## src/rtl/gmi_pkg.sv

```systemverilog
package gmi_pkg;

   localparam int DATA_W      = 32;
   localparam int PTS_W       = 5;
   localparam int ADDR_W      = 8;
   localparam int TABLE_DEPTH = 256;
   localparam int WGT_W       = 17;
   localparam int OPA_W       = 34;
   localparam int OPB_W       = 33;
   localparam int PROD_W      = 66;
   localparam int CSR_AW      = 5;

   localparam int DEFAULT_DIMS       = 2;
   localparam int DEFAULT_MAX_POINTS = 16;

   localparam logic [WGT_W-1:0]  FRAC_ONE      = 17'h10000;
   localparam logic [DATA_W-1:0] INV_RESET     = 32'h0001_0000;
   localparam logic [PTS_W-1:0]  POINTS_RESET  = 5'd16;

   typedef enum logic {
      REQ_WRITE = 1'b0,
      REQ_EVAL  = 1'b1
   } req_kind_type;

   typedef enum logic [2:0] {
      REG_ORIGIN_X = 3'd0,
      REG_ORIGIN_Y = 3'd1,
      REG_INV_X    = 3'd2,
      REG_INV_Y    = 3'd3,
      REG_POINTS_X = 3'd4,
      REG_POINTS_Y = 3'd5
   } reg_index_type;

   typedef struct packed {
      logic signed [DATA_W-1:0] origin_x;
      logic signed [DATA_W-1:0] origin_y;
      logic [DATA_W-1:0]        inv_x;
      logic [DATA_W-1:0]        inv_y;
      logic [PTS_W-1:0]         points_x;
      logic [PTS_W-1:0]         points_y;
   } cfg_type;

   typedef struct packed {
      logic [PTS_W-1:0] lo;
      logic [PTS_W-1:0] hi;
      logic [WGT_W-1:0] frac;
   } loc_type;

   // grid cell and fraction from the q32.32 product of offset and inverse spacing
   function automatic loc_type locate(input logic [63:0] prod, input logic neg,
                                      input logic [PTS_W-1:0] pts);
      loc_type          r;
      logic [PTS_W-1:0] last;
      logic [31:0]      last_ext;
      last     = pts - 1'b1;
      last_ext = {{(32-PTS_W){1'b0}}, last};
      if (neg && (prod != '0)) begin
         r.lo   = '0;
         r.hi   = '0;
         r.frac = '0;
      end else if (prod[63:32] >= last_ext) begin
         r.lo   = last;
         r.hi   = last;
         r.frac = (prod[63:32] > last_ext) ? FRAC_ONE : {1'b0, prod[31:16]};
      end else begin
         r.lo   = prod[32 +: PTS_W];
         r.hi   = prod[32 +: PTS_W] + 1'b1;
         r.frac = {1'b0, prod[31:16]};
      end
      return r;
   endfunction

endpackage

```

## src/rtl/gmi_mul.sv

```systemverilog
module gmi_mul
   import gmi_pkg::*;
   (input  logic                     clock,
    input  logic signed [OPA_W-1:0]  op_a,
    input  logic signed [OPB_W-1:0]  op_b,
    output logic signed [PROD_W-1:0] prod);

   logic signed [OPA_W+OPB_W-1:0] full;
   logic signed [PROD_W-1:0]      prod_ff;
   logic signed [PROD_W-1:0]      prod_in;

   // every product used here fits in the low bits
   assign full    = op_a * op_b;
   assign prod_in = full[PROD_W-1:0];

   always_ff @(posedge clock) begin
      prod_ff <= prod_in;
   end

   assign prod = prod_ff;

endmodule

```

## config.mk

```make
export PLATFORM = sky130hd
export DESIGN_NAME = gmi_mul
export DESIGN_NICKNAME = d
export VERILOG_FILES = /design/src/rtl/gmi_pkg.sv /design/src/rtl/gmi_mul.sv
export SDC_FILE = /design/constraint.sdc
export NUM_CORES = 2
export LEC_CHECK = 0
export ABC_AREA = 1
export BUFFER_PORTS_ARGS = -buffer_cell sky130_fd_sc_hd__buf_2
export CAP_MARGIN = 10
export CORE_UTILIZATION = 55
export CTS_BUF_LIST = sky130_fd_sc_hd__clkbuf_4
export CTS_CLUSTER_SIZE = 24
export DETAILED_ROUTE_END_ITERATION = 8
export GPL_ROUTABILITY_DRIVEN = 0
export PLACE_DENSITY = 0.75
export SETUP_SLACK_MARGIN = 0.1
export SLEW_MARGIN = 20
export SYNTH_ARGS = -nofsm -noshare
export SYNTH_HDL_FRONTEND = slang
export SYNTH_SLANG_ARGS = --single-unit
```

## constraint.sdc

```tcl
create_clock -name clock -period 10.1 [get_ports clock]
set_clock_uncertainty 0.15 [all_clocks]
set_input_delay 1.515 -clock clock [delete_from_list [all_inputs] [get_ports clock]]
set_output_delay 1.515 -clock clock [all_outputs]
set_load 0.02 [all_outputs]
```

Word level (Yosys, flattened, before mapping)
Index checks and enable logic that the tools add are counted.
- register bits: 66
- input port bits: 68
- output and inout port bits: 66
- logic and storage cells: 2
- $mul: 1
- operators by type and width (operator ; number):
    multiplier 34 x 33 -> 66 bit ; 1

Logic depth before layout (Yosys ltp)
- depth in word-level cells: 1
- depth in mapped cells: 35
- depth with buffers taken out: 33

Least setup slack after synthesis
No wires, ideal clock.
- path kind: input to register
- start: input port op_b[1]
- end: register prod_ff[62] (netlist: prod[62])
- setup time: 0.112 ns
- arrival: 8.455 ns
- required time: 9.838 ns
- slack: 1.382 ns
- stages: 26
- path buffers: 2
- cells stage by stage: clkbuf_1 -> clkbuf_1 -> nand2_1 -> inv_1 -> fa_1 -> fa_1 -> fa_1 -> inv_1 -> fa_1 -> inv_1 -> fa_1 -> fa_1 -> fa_1 -> inv_1 -> fa_1 -> inv_1 -> ha_1 -> nand2_1 -> nor2_1 -> inv_1 -> nor2_2 -> nand2_1 -> nor3_1 -> nand2_1 -> nand3_1 -> nand2_1
- cells in the longest elaborated chain, start to end: 1
- ends and longest elaborated chain (what ; line ; source):
    from (decl) ; gmi_mul.sv:5 ; input logic signed [OPB_W-1:0] op_b,
    multiplier 34 x 33 -> 66 bit ; gmi_mul.sv:13 ; assign full = op_a * op_b;
    via full[62] ; gmi_mul.sv:8 ; logic signed [OPA_W+OPB_W-1:0] full;
    to (signal assigned) ; gmi_mul.sv:17 ; prod_ff <= prod_in;
    to (decl) ; gmi_mul.sv:9 ; logic signed [PROD_W-1:0] prod_ff;
The timed path passes the listed nets, and every way through them passes these cells.

Final worst setup path
- start: input port op_a[33]
- end: register prod_ff[53] (netlist: prod[53])
- cells in the longest elaborated chain, start to end: 1
- ends and longest elaborated chain (what ; line ; source):
    from (decl) ; gmi_mul.sv:4 ; input logic signed [OPA_W-1:0] op_a,
    multiplier 34 x 33 -> 66 bit ; gmi_mul.sv:13 ;
    via full[53] ; gmi_mul.sv:8 ;
The timed path passes the listed nets, and every way through them passes these cells.

==> results.toml <==
[outcome]
outcome = "finished, final reports clean"

[worst_setup_path]
crit_path_max_incr_delay_ns = 1.00
crit_path_end_kind = "flip-flop"
crit_path_start_kind = "input port"
critical_path.top_delay_family = "adder cells"
cp_slowest_cell = "fa_1"
worstPathMaxFanout = 33
worst-setup-path-type = "input port to flip-flop"
cpMostUsedCell = "fa_1"
path_buf_inv = 8
cp.arrival_ns = 9.32
crit_required_ns = 10.28

[global_routing]
track_usage_pct = 30.81
grt_max_degree = 36
grt_pass1_vias = 37520
antenna_found_initial = 9
grt.overflow.total = 0
grt_pass1_wl_um = 194800

[timing]
tightestPinTransition_ns = 1.019
fmax_mhz = 109.4
setup-violations-final = 0
grt_setup_unrepaired = "false"
finalMaxSlewViolations = 0
maxSlewHeadroom_pct = 32.09
min_period_ns = 9.137
period_share_pct = 90.47
setup-tns-final_ns = 0
hold_viol = 0

[floorplanning]
start_util_pct = 55.94
num_rows = 102
die-height_um = 283.6
core_um2 = 77980
die_x_um = 283.6
io_pins = 134
dieArea_um2 = 80450

[routing]
top_layer_used = "met5"
wirelength_met1_um = 42950
firstDrtPassIters = 6
routed_wl_um = 116600
vias = 33740
wl_per_cell_um = 17.90
ant_nets = 0
drc = 0
vias_per_cell = 5.180
met2_length_um = 57910
dr_wl_met3_um = 8954
drt_iter0_markers = 2741

[hold_path]
min_path_type = "input port to flip-flop"

[clocking]
cts_tree = "built"
cts_sinks = 66
cts_hold_buffers = 0
tritoncts.num_buffers = 9
cts_setup_buffers = 0
cts_max_level = 3
cts_resized = 0
clkTransAtPathRegs_ns = 0.13
cts-root-buf = "clkbuf_4"
clockBufferDepth = 2

[synthesis]
avgSynthCellArea_um2 = 7.836
synth_area_um2 = 43620
synthXorXnorAreaFrac_pct = 0.6425
synth_fa_ha_area_share_pct = 59.75
synth_seq_cells = 66
synth_fp_nets = 7018
synth_mux_area_share_pct = 0
yosys.area_share.simple_pct = 16.13
synth_cell_types = 35
synth_compound_area_share_pct = 1.913
synth_top_family_by_area = "adder cells"
yosys_warnings = 0
syn_inst = 5567
ys_seq_area_share_pct = 3.029

[place]
dpl.hpwl_um = 97590
io_buffers = 133

[layout]
largest_reg_flops = 66
fillCellCount = 6974
layout.nets = 6915
area_delta_synth_final_pct = 2.969
drive_above_1_share_pct = 4.260

[flow_run]
maxCapViolations = 0
metal layers:
layer | up-vias | global-route usage [%]
li1 | 14880 | -
met1 | 16860 | 38.03
met2 | 1589 | 53.13
met3 | 396 | 3.955
met4 | 10 | 15.78
met5 | - | 0
cell usage after synthesis (all sizes together):
cell | number | area share (%)
a21boi | 3 | 0.052
a21o | 2 | 0.034
a21oi | 82 | 0.98
buf | 9 | 0.10
clkbuf | 258 | 2.2
clkinv | 2 | 0.017
dfxtp | 66 | 3.0
fa | 1167 | 54
ha | 216 | 6.2
inv | 1883 | 16
nand2 | 1524 | 13
nand3 | 65 | 0.78
nand3b | 1 | 0.017
nand4 | 20 | 0.29
nor2 | 154 | 1.5
nor3 | 14 | 0.26
o21a | 3 | 0.052
o21ai | 39 | 0.45
o21bai | 20 | 0.35
or2 | 7 | 0.10
xnor2 | 4 | 0.080
xor2 | 28 | 0.56
cell type report:
type	count	area [µm²]	area share, %
antenna	4	10.01	0.02228
multi-input combinational	3349	34210	76.17
tap	1040	1301	2.897
timing repair buffer	153	828.3	1.844
inverter	1885	7076	15.75
sequential	66	1321	2.942
clock inverter	7	100.1	0.2228
clock buffer	9	67.56	0.1504
final timing paths:
kind / cells after the start / slack [ns] / from / endpoint
setup / recovery: 26 / 0.96 / op_a[33] / prod[53]$_DFF_P_
hold / removal: 4 / 1.57 / op_b[0] / prod[0]$_DFF_P_
placed cells by master (no fill, tap or decap), drive strengths merged:
cell type  netlist  routed
o21bai          20      20
a21boi           3       3
bufinv           0       2
a21oi           82      82
nor2           154     154
clkbuf         258       9
a21o             2       2
dfxtp           66      66
diode            0       4
or2              7       7
nand2         1524    1524
ha             216     216
o21ai           39      39
nand3           65      65
fa            1167    1167
nand4           20      20
xor2            28      28
nand3b           1       1
nor3            14      14
xnor2            4       4
inv           1883    1886
o21a             3       3
buf              9     153
clkinv           2       4
metrics by stage:
| step | utilization (%) | cell area, µm² | hold WS (ns) | cells | setup slack (ns) |
|---|---|---|---|---|---|
| 2_1_floorplan | - | 43620 | 1.650 | 5567 | 1.382 |
| 3_3_place_gp | 57.38 | 44740 | 1.781 | 6493 | 0.7024 |
| 3_5_place_dp | 57.38 | 44740 | 1.781 | 6493 | 0.5354 |
| 4_1_cts | 57.59 | 44910 | 1.536 | 6509 | 0.9880 |
| 5_1_grt | 57.60 | 44920 | 1.537 | 6513 | 0.6004 |
| 6_report | 57.60 | 44920 | 1.568 | 6513 | 0.9630 |
kinds of logic (layout without fill, tap and decap cells):
kind of cell,count (synthesis),count (layout)
AOI/OAI and AO/OA,149,149
buffers and inverters,2152,2054
DFF,66,66
and+or+nand+nor,1785,1785
adders and majority gates,1383,1383
xor gates and xnor gates,32,32
other,0,4
worst min-delay path: stages:
cell	delay, ns
buf_2	0.11
buf_4	0.25
nand2_1	0.16
inv_1	0.04
Power is not shown: default switching activity piles up to over one toggle a cycle in this logic, so the estimate is an artifact.
