<file path="config.mk">
export PLATFORM = sky130hd
export DESIGN_NAME = gmi_csr
export DESIGN_NICKNAME = d
export VERILOG_FILES = /design/src/rtl/gmi_pkg.sv /design/src/rtl/gmi_csr.sv
export SDC_FILE = /design/constraint.sdc
export NUM_CORES = 1
export LEC_CHECK = 0
export ABC_AREA = 1
export ABC_CLOCK_PERIOD_IN_PS = 1700
export BUFFER_PORTS_ARGS = -buffer_cell sky130_fd_sc_hd__buf_2
export CELL_PAD_IN_SITES_DETAIL_PLACEMENT = 1
export CELL_PAD_IN_SITES_GLOBAL_PLACEMENT = 1
export CORE_MARGIN = 3
export CORE_UTILIZATION = 34
export CTS_CLUSTER_SIZE = 20
export DETAILED_ROUTE_END_ITERATION = 6
export HOLD_SLACK_MARGIN = 0.05
export PLACE_DENSITY_LB_ADDON = 0.1
export SLEW_MARGIN = 20
export SYNTH_ARGS = -nofsm -noshare
export SYNTH_HDL_FRONTEND = slang
export SYNTH_SLANG_ARGS = --single-unit
</file>
<file path="constraint.sdc">
create_clock -name clock -period 1.7 [get_ports clock]
set_input_delay 0.255 -clock clock [delete_from_list [all_inputs] [get_ports clock]]
set_output_delay 0.255 -clock clock [all_outputs]
set_load 0.05 [all_outputs]
</file>
<file path="src/rtl/gmi_pkg.sv">
package gmi_pkg;

   localparam int DATA_W      = 32;
   localparam int PTS_W       = 5;
   localparam int ADDR_W      = 8;
   localparam int TABLE_DEPTH = 256;
   localparam int WGT_W       = 17;
   localparam int OPA_W       = 34;
   localparam int OPB_W       = 33;
   localparam int PROD_W      = 66;
   localparam int CSR_AW      = 5;

   localparam int DEFAULT_DIMS       = 2;
   localparam int DEFAULT_MAX_POINTS = 16;

   localparam logic [WGT_W-1:0]  FRAC_ONE      = 17'h10000;
   localparam logic [DATA_W-1:0] INV_RESET     = 32'h0001_0000;
   localparam logic [PTS_W-1:0]  POINTS_RESET  = 5'd16;

   typedef enum logic {
      REQ_WRITE = 1'b0,
      REQ_EVAL  = 1'b1
   } req_kind_type;

   typedef enum logic [2:0] {
      REG_ORIGIN_X = 3'd0,
      REG_ORIGIN_Y = 3'd1,
      REG_INV_X    = 3'd2,
      REG_INV_Y    = 3'd3,
      REG_POINTS_X = 3'd4,
      REG_POINTS_Y = 3'd5
   } reg_index_type;

   typedef struct packed {
      logic signed [DATA_W-1:0] origin_x;
      logic signed [DATA_W-1:0] origin_y;
      logic [DATA_W-1:0]        inv_x;
      logic [DATA_W-1:0]        inv_y;
      logic [PTS_W-1:0]         points_x;
      logic [PTS_W-1:0]         points_y;
   } cfg_type;

   typedef struct packed {
      logic [PTS_W-1:0] lo;
      logic [PTS_W-1:0] hi;
      logic [WGT_W-1:0] frac;
   } loc_type;

   // grid cell and fraction from the q32.32 product of offset and inverse spacing
   function automatic loc_type locate(input logic [63:0] prod, input logic neg,
                                      input logic [PTS_W-1:0] pts);
      loc_type          r;
      logic [PTS_W-1:0] last;
      logic [31:0]      last_ext;
      last     = pts - 1'b1;
      last_ext = {{(32-PTS_W){1'b0}}, last};
      if (neg && (prod != '0)) begin
         r.lo   = '0;
         r.hi   = '0;
         r.frac = '0;
      end else if (prod[63:32] >= last_ext) begin
         r.lo   = last;
         r.hi   = last;
         r.frac = (prod[63:32] > last_ext) ? FRAC_ONE : {1'b0, prod[31:16]};
      end else begin
         r.lo   = prod[32 +: PTS_W];
         r.hi   = prod[32 +: PTS_W] + 1'b1;
         r.frac = {1'b0, prod[31:16]};
      end
      return r;
   endfunction

endpackage

</file>
<file path="src/rtl/gmi_csr.sv">
module gmi_csr
   import gmi_pkg::*;
   (input  logic              clock,
    input  logic              reset,
    input  logic              psel,
    input  logic              penable,
    input  logic              pwrite,
    input  logic [CSR_AW-1:0] paddr,
    input  logic [DATA_W-1:0] pwdata,
    output logic [DATA_W-1:0] prdata,
    output logic              pready,
    output cfg_type           cfg);

   cfg_type       cfg_ff;
   cfg_type       cfg_in;
   reg_index_type idx;
   logic          wr_en;

   assign idx    = reg_index_type'(paddr[CSR_AW-1:2]);
   assign wr_en  = psel && penable && pwrite;
   assign pready = 1'b1;

   always_comb begin
      cfg_in = cfg_ff;
      if (wr_en) begin
         unique case (idx)
            REG_ORIGIN_X: cfg_in.origin_x = pwdata;
            REG_ORIGIN_Y: cfg_in.origin_y = pwdata;
            REG_INV_X:    cfg_in.inv_x    = pwdata;
            REG_INV_Y:    cfg_in.inv_y    = pwdata;
            REG_POINTS_X: cfg_in.points_x = pwdata[PTS_W-1:0];
            REG_POINTS_Y: cfg_in.points_y = pwdata[PTS_W-1:0];
            default:      cfg_in          = cfg_ff;
         endcase
      end
   end

   always_comb begin
      unique case (idx)
         REG_ORIGIN_X: prdata = cfg_ff.origin_x;
         REG_ORIGIN_Y: prdata = cfg_ff.origin_y;
         REG_INV_X:    prdata = cfg_ff.inv_x;
         REG_INV_Y:    prdata = cfg_ff.inv_y;
         REG_POINTS_X: prdata = {{(DATA_W-PTS_W){1'b0}}, cfg_ff.points_x};
         REG_POINTS_Y: prdata = {{(DATA_W-PTS_W){1'b0}}, cfg_ff.points_y};
         default:      prdata = '0;
      endcase
   end

   always_ff @(posedge clock) begin
      if (reset) begin
         cfg_ff.origin_x <= '0;
         cfg_ff.origin_y <= '0;
         cfg_ff.inv_x    <= INV_RESET;
         cfg_ff.inv_y    <= INV_RESET;
         cfg_ff.points_x <= POINTS_RESET;
         cfg_ff.points_y <= POINTS_RESET;
      end else begin
         cfg_ff <= cfg_in;
      end
   end

   assign cfg = cfg_ff;

endmodule
</file>
Word-level counts from Yosys, hierarchy flattened --
Cells that the tools add are included.
Word-level totals: bits in registers 138, latch bits 0, RAM bits 0, memory bits (read-only) 0, bits of input ports 42, output and inout bits 171, word-level logic and storage cells 21, memories 0
Cells by class: $add $sub $neg 0, multipliers 0, divide/modulo/power cells 0, order comparisons 0, equality and inequality tests 5, shift-type cells 0, muxes and demuxes 1, bitwise operators 0, reductions and logical operators 9
Operators with widths (count):
- $pmux W32 S6 | 1
- $reduce_and A2 Y1 | 6
- $eq A3 B2 Y1 const B | 2
- $eq A3 B3 Y1 const B | 2
- $eq A3 B1 Y1 const B | 1
- $logic_not A3 Y1 | 1
- $logic_and A1 B1 Y1 | 2

Depth between registers and ports, before layout --
depth in word-level cells 3, gate-level depth with buffers 8, gate-level depth less buffers 7

Worst setup path after synthesis --
Ideal clock, no wire load.
kind in2out, start in paddr[4], end out prdata[10], data arrival time 1525 ps, data required time 1445 ps, path slack -80 ps, cell stages on the path 8, path buffers 3, path through clkbuf_2 inv_2 nand2_1 nor2_1 buf_2 buf_2 a21oi_1 nand2_1
Between the ends: cells in the longest elaborated chain, start to end 2, elaborated cells between the ends (all ways) 7, those cells by class 5 x eq/ne; 1 x mux; 1 x reduce/logical
RTL lines:
- start: declaration | RTL line gmi_csr.sv:8 | input logic [CSR_AW-1:0] paddr,
- $eq A3 B3 Y1 (tied with other cells) | RTL line gmi_csr.sv:39 | unique case (idx)
- $pmux W32 S6 * | RTL line gmi_csr.sv:39
- end: declaration | RTL line gmi_csr.sv:10 | output logic [DATA_W-1:0] prdata,
Mark *: on every way between the ends. The rest lies on a longest branch, timed or not.

Final worst setup path --
start in paddr[3], end out prdata[14]
Same word-level chain as after synthesis.

==> reports/metrics.yaml <==
initialDrtViolationCount: 279
final_layout_size_suffix_gt1_frac: 0.2628
core_area_um2: 18960
postRouteAntennaNets: 0
preCtsSetupSlack_ps: -41.03
grt_max_degree: 64
nets: 1357
antenna_found_initial: 1
status: "finished, final reports clean"
path_class: "in2out"
largest_reg_flops: 138
syn-cell-area_um2: 6629
path_cells: "buf_4 -> inv_4 -> nand2_2 -> nor2_4 -> buf_6 -> buf_12 -> clkbuf_16 -> nand2_1 -> nand2_1 -> inv_1 -> nand2_2 -> buf_8"
pin_count: 213
first_pass_iters: 5
cts_sinks: 138
grt_pass1_wl_mm: 37.85
wl_per_cell_um: 15.85
start_util: 0.3497
synth.area.mux_share: 0
seq_area_frac_synth: 0.4168
syn_nets: 1128
r2r_slack_ps: 1050
dp_hpwl_mm: 16.14
synthSimpleGateAreaFrac: 0.4543
synth-xor-area-share: 0
synth_fa_ha_area_frac: 0
clk_pin_slew_ps: 60
slowest_stage: "buf_6"
die_y_um: 145.6
synthCells: 1086
finalSetupViolCount: 0
area_delta_synth_final_pct: 42.54
synth_top_family_by_area: "simple AND/OR/NAND/NOR gates"
clk_latency_ps: 420
synth_compound_area_frac: 0.02567
multi_input_area_um2: 3296
row_count: 50
p_leak_uw: 0.004682
power_density_nw_per_um2: 851.2
hp-class: "in2reg"
synth-seq-cells: 138
maxCapViolCount: 0
cts_buffer_depth: 2
grt_pass1_vias: 7119
antenna_cells_inserted: 0
regArea_um2: 2763
post-route-min-period_ps: 1663
layout_setup_ws_ps: 37.18
cts_buffers: 17
fillers: 2551
drc: 0
vdd_drop_max_mv: 0.6735
slowest_delay_ps: 160
place_congestion: 0.7706
final_hold_viol_count: 0
fin_crit_sh: 0.9781
whs_ps: 108.1
clockRootBuffer: "clkbuf_16"
place_area_um2: 8346
final_cell_area_um2: 9449
endpoint_kind: "output pin"
routed_via_density: 4.694
port_buffers: 209
fmax_mhz: 601.4
cts_tree: "done"
overflow: 0
yosys_warnings: 0
tns_ps: 0
wirelength_mm: 25.17
critical_path_peak_fanout: 6
h-tree-depth: 4
num_vias: 7454
grt.total_usage: 0.2196
avgSynthCellArea_um2: 6.104
synth_cell_type_count: 19
utilization: 0.4985
die_area_um2: 21210
fin_skew_ps: 0
die_x_um: 145.6
crit_path_start_kind: "input port"
slew_violations: 0
worstPathArrival_ps: 1410
required_ps: 1440
critical path, delay by kind of cell:
| kind | cells | cell delay, ps |
|---|---|---|
| buffers and inverters | 7 | 780 |
| AND/OR/NAND/NOR | 5 | 370 |
through the flow:
stage,cells,total power [uW]
2_1_floorplan,1086,3914
3_5_place_dp,1537,4234
3_3_place_gp,1537,4224
4_1_cts,1569,8024
6_report,1588,8043
5_1_grt,1588,8319
cells in the mapped netlist:
cell	number	area [um2]
nor2_1	308	1156
nand2_1	307	1152
dfxtp_1	138	2763
nand3_1	115	575.6
inv_1	93	349.1
a21oi_1	30	150.1
buf_2	30	150.1
clkbuf_1	18	67.56
buf_1	12	45.04
nand4_1	12	75.07
buf_4	7	52.55
nor2_2	5	31.28
o21ai_0	4	20.02
inv_2	2	7.510
clkbuf_2	1	5.000
clkinv_1	1	3.750
conb_1	1	3.750
nand3_2	1	10.01
nor2_4	1	11.26
per-layer routing:
layer | global-route usage | vias to the layer above | wire length, um
li1 | - | 3768 | -
met2 | 0.3683 | 167 | 11990
met5 | 0 | - | 13
met4 | 0.05413 | 2 | 209
met1 | 0.2868 | 3499 | 11690
met3 | 0.05170 | 18 | 1262
placed cells by master (no fill, tap or decap), drive strengths merged:
cell      count
a21oi        30
nand3       116
clkbuf       34
inv          97
clkinv        4
clkinvlp      3
nor2        314
nand2       307
o21ai         4
nand4        12
buf         266
bufinv        2
dfxtp       138
conb          1
path summary, 6_finish.rpt:
| kind | from | end | depth (start not counted) |
|---|---|---|---|
| min | pwdata[16] | cfg[58] | 3 |
| max | paddr[3] | prdata[14] | 12 |
| max reg2reg | cfg[4] | cfg[4] | 2 |
| min reg2reg | cfg[19] | cfg[19] | 2 |
power by group:
part | switching (uW) | internal (uW) | leakage [uW] | total (uW)
Combinational | 631 | 312 | 0.00328 | 943
Clock | 1470 | 2320 | 0.000289 | 3790
Sequential | 35.1 | 3280 | 0.00111 | 3310
Total | 2140 | 5900 | 0.00468 | 8040
repair_timing:
| action | CTS | global route |
|---|---|---|
| pin swaps | 0 | 3 |
| gates cloned | 0 | 7 |
| hold buffers | 0 | 0 |
| resized for setup | 22 | 55 |
| setup buffers | 0 | 12 |
| endpoints found under the setup margin | 22 | 32 |
logic make-up (layout without fill, tap and decap cells):
group | after synthesis | count (layout)
AOI/OAI and AO/OA | 34 | 34
buffers and inverters | 164 | 406
and+or+nand+nor | 749 | 749
DFF | 138 | 138
other | 1 | 1
layout make-up:
type | instances | area share
clock inverter | 10 | 0.01218
tap | 260 | 0.03443
multi-input combinational | 784 | 0.3488
clock buffer | 22 | 0.05124
sequential | 138 | 0.2924
timing repair buffer | 278 | 0.2221
inverter | 96 | 0.03893
(Power assumes the default switching activity.)
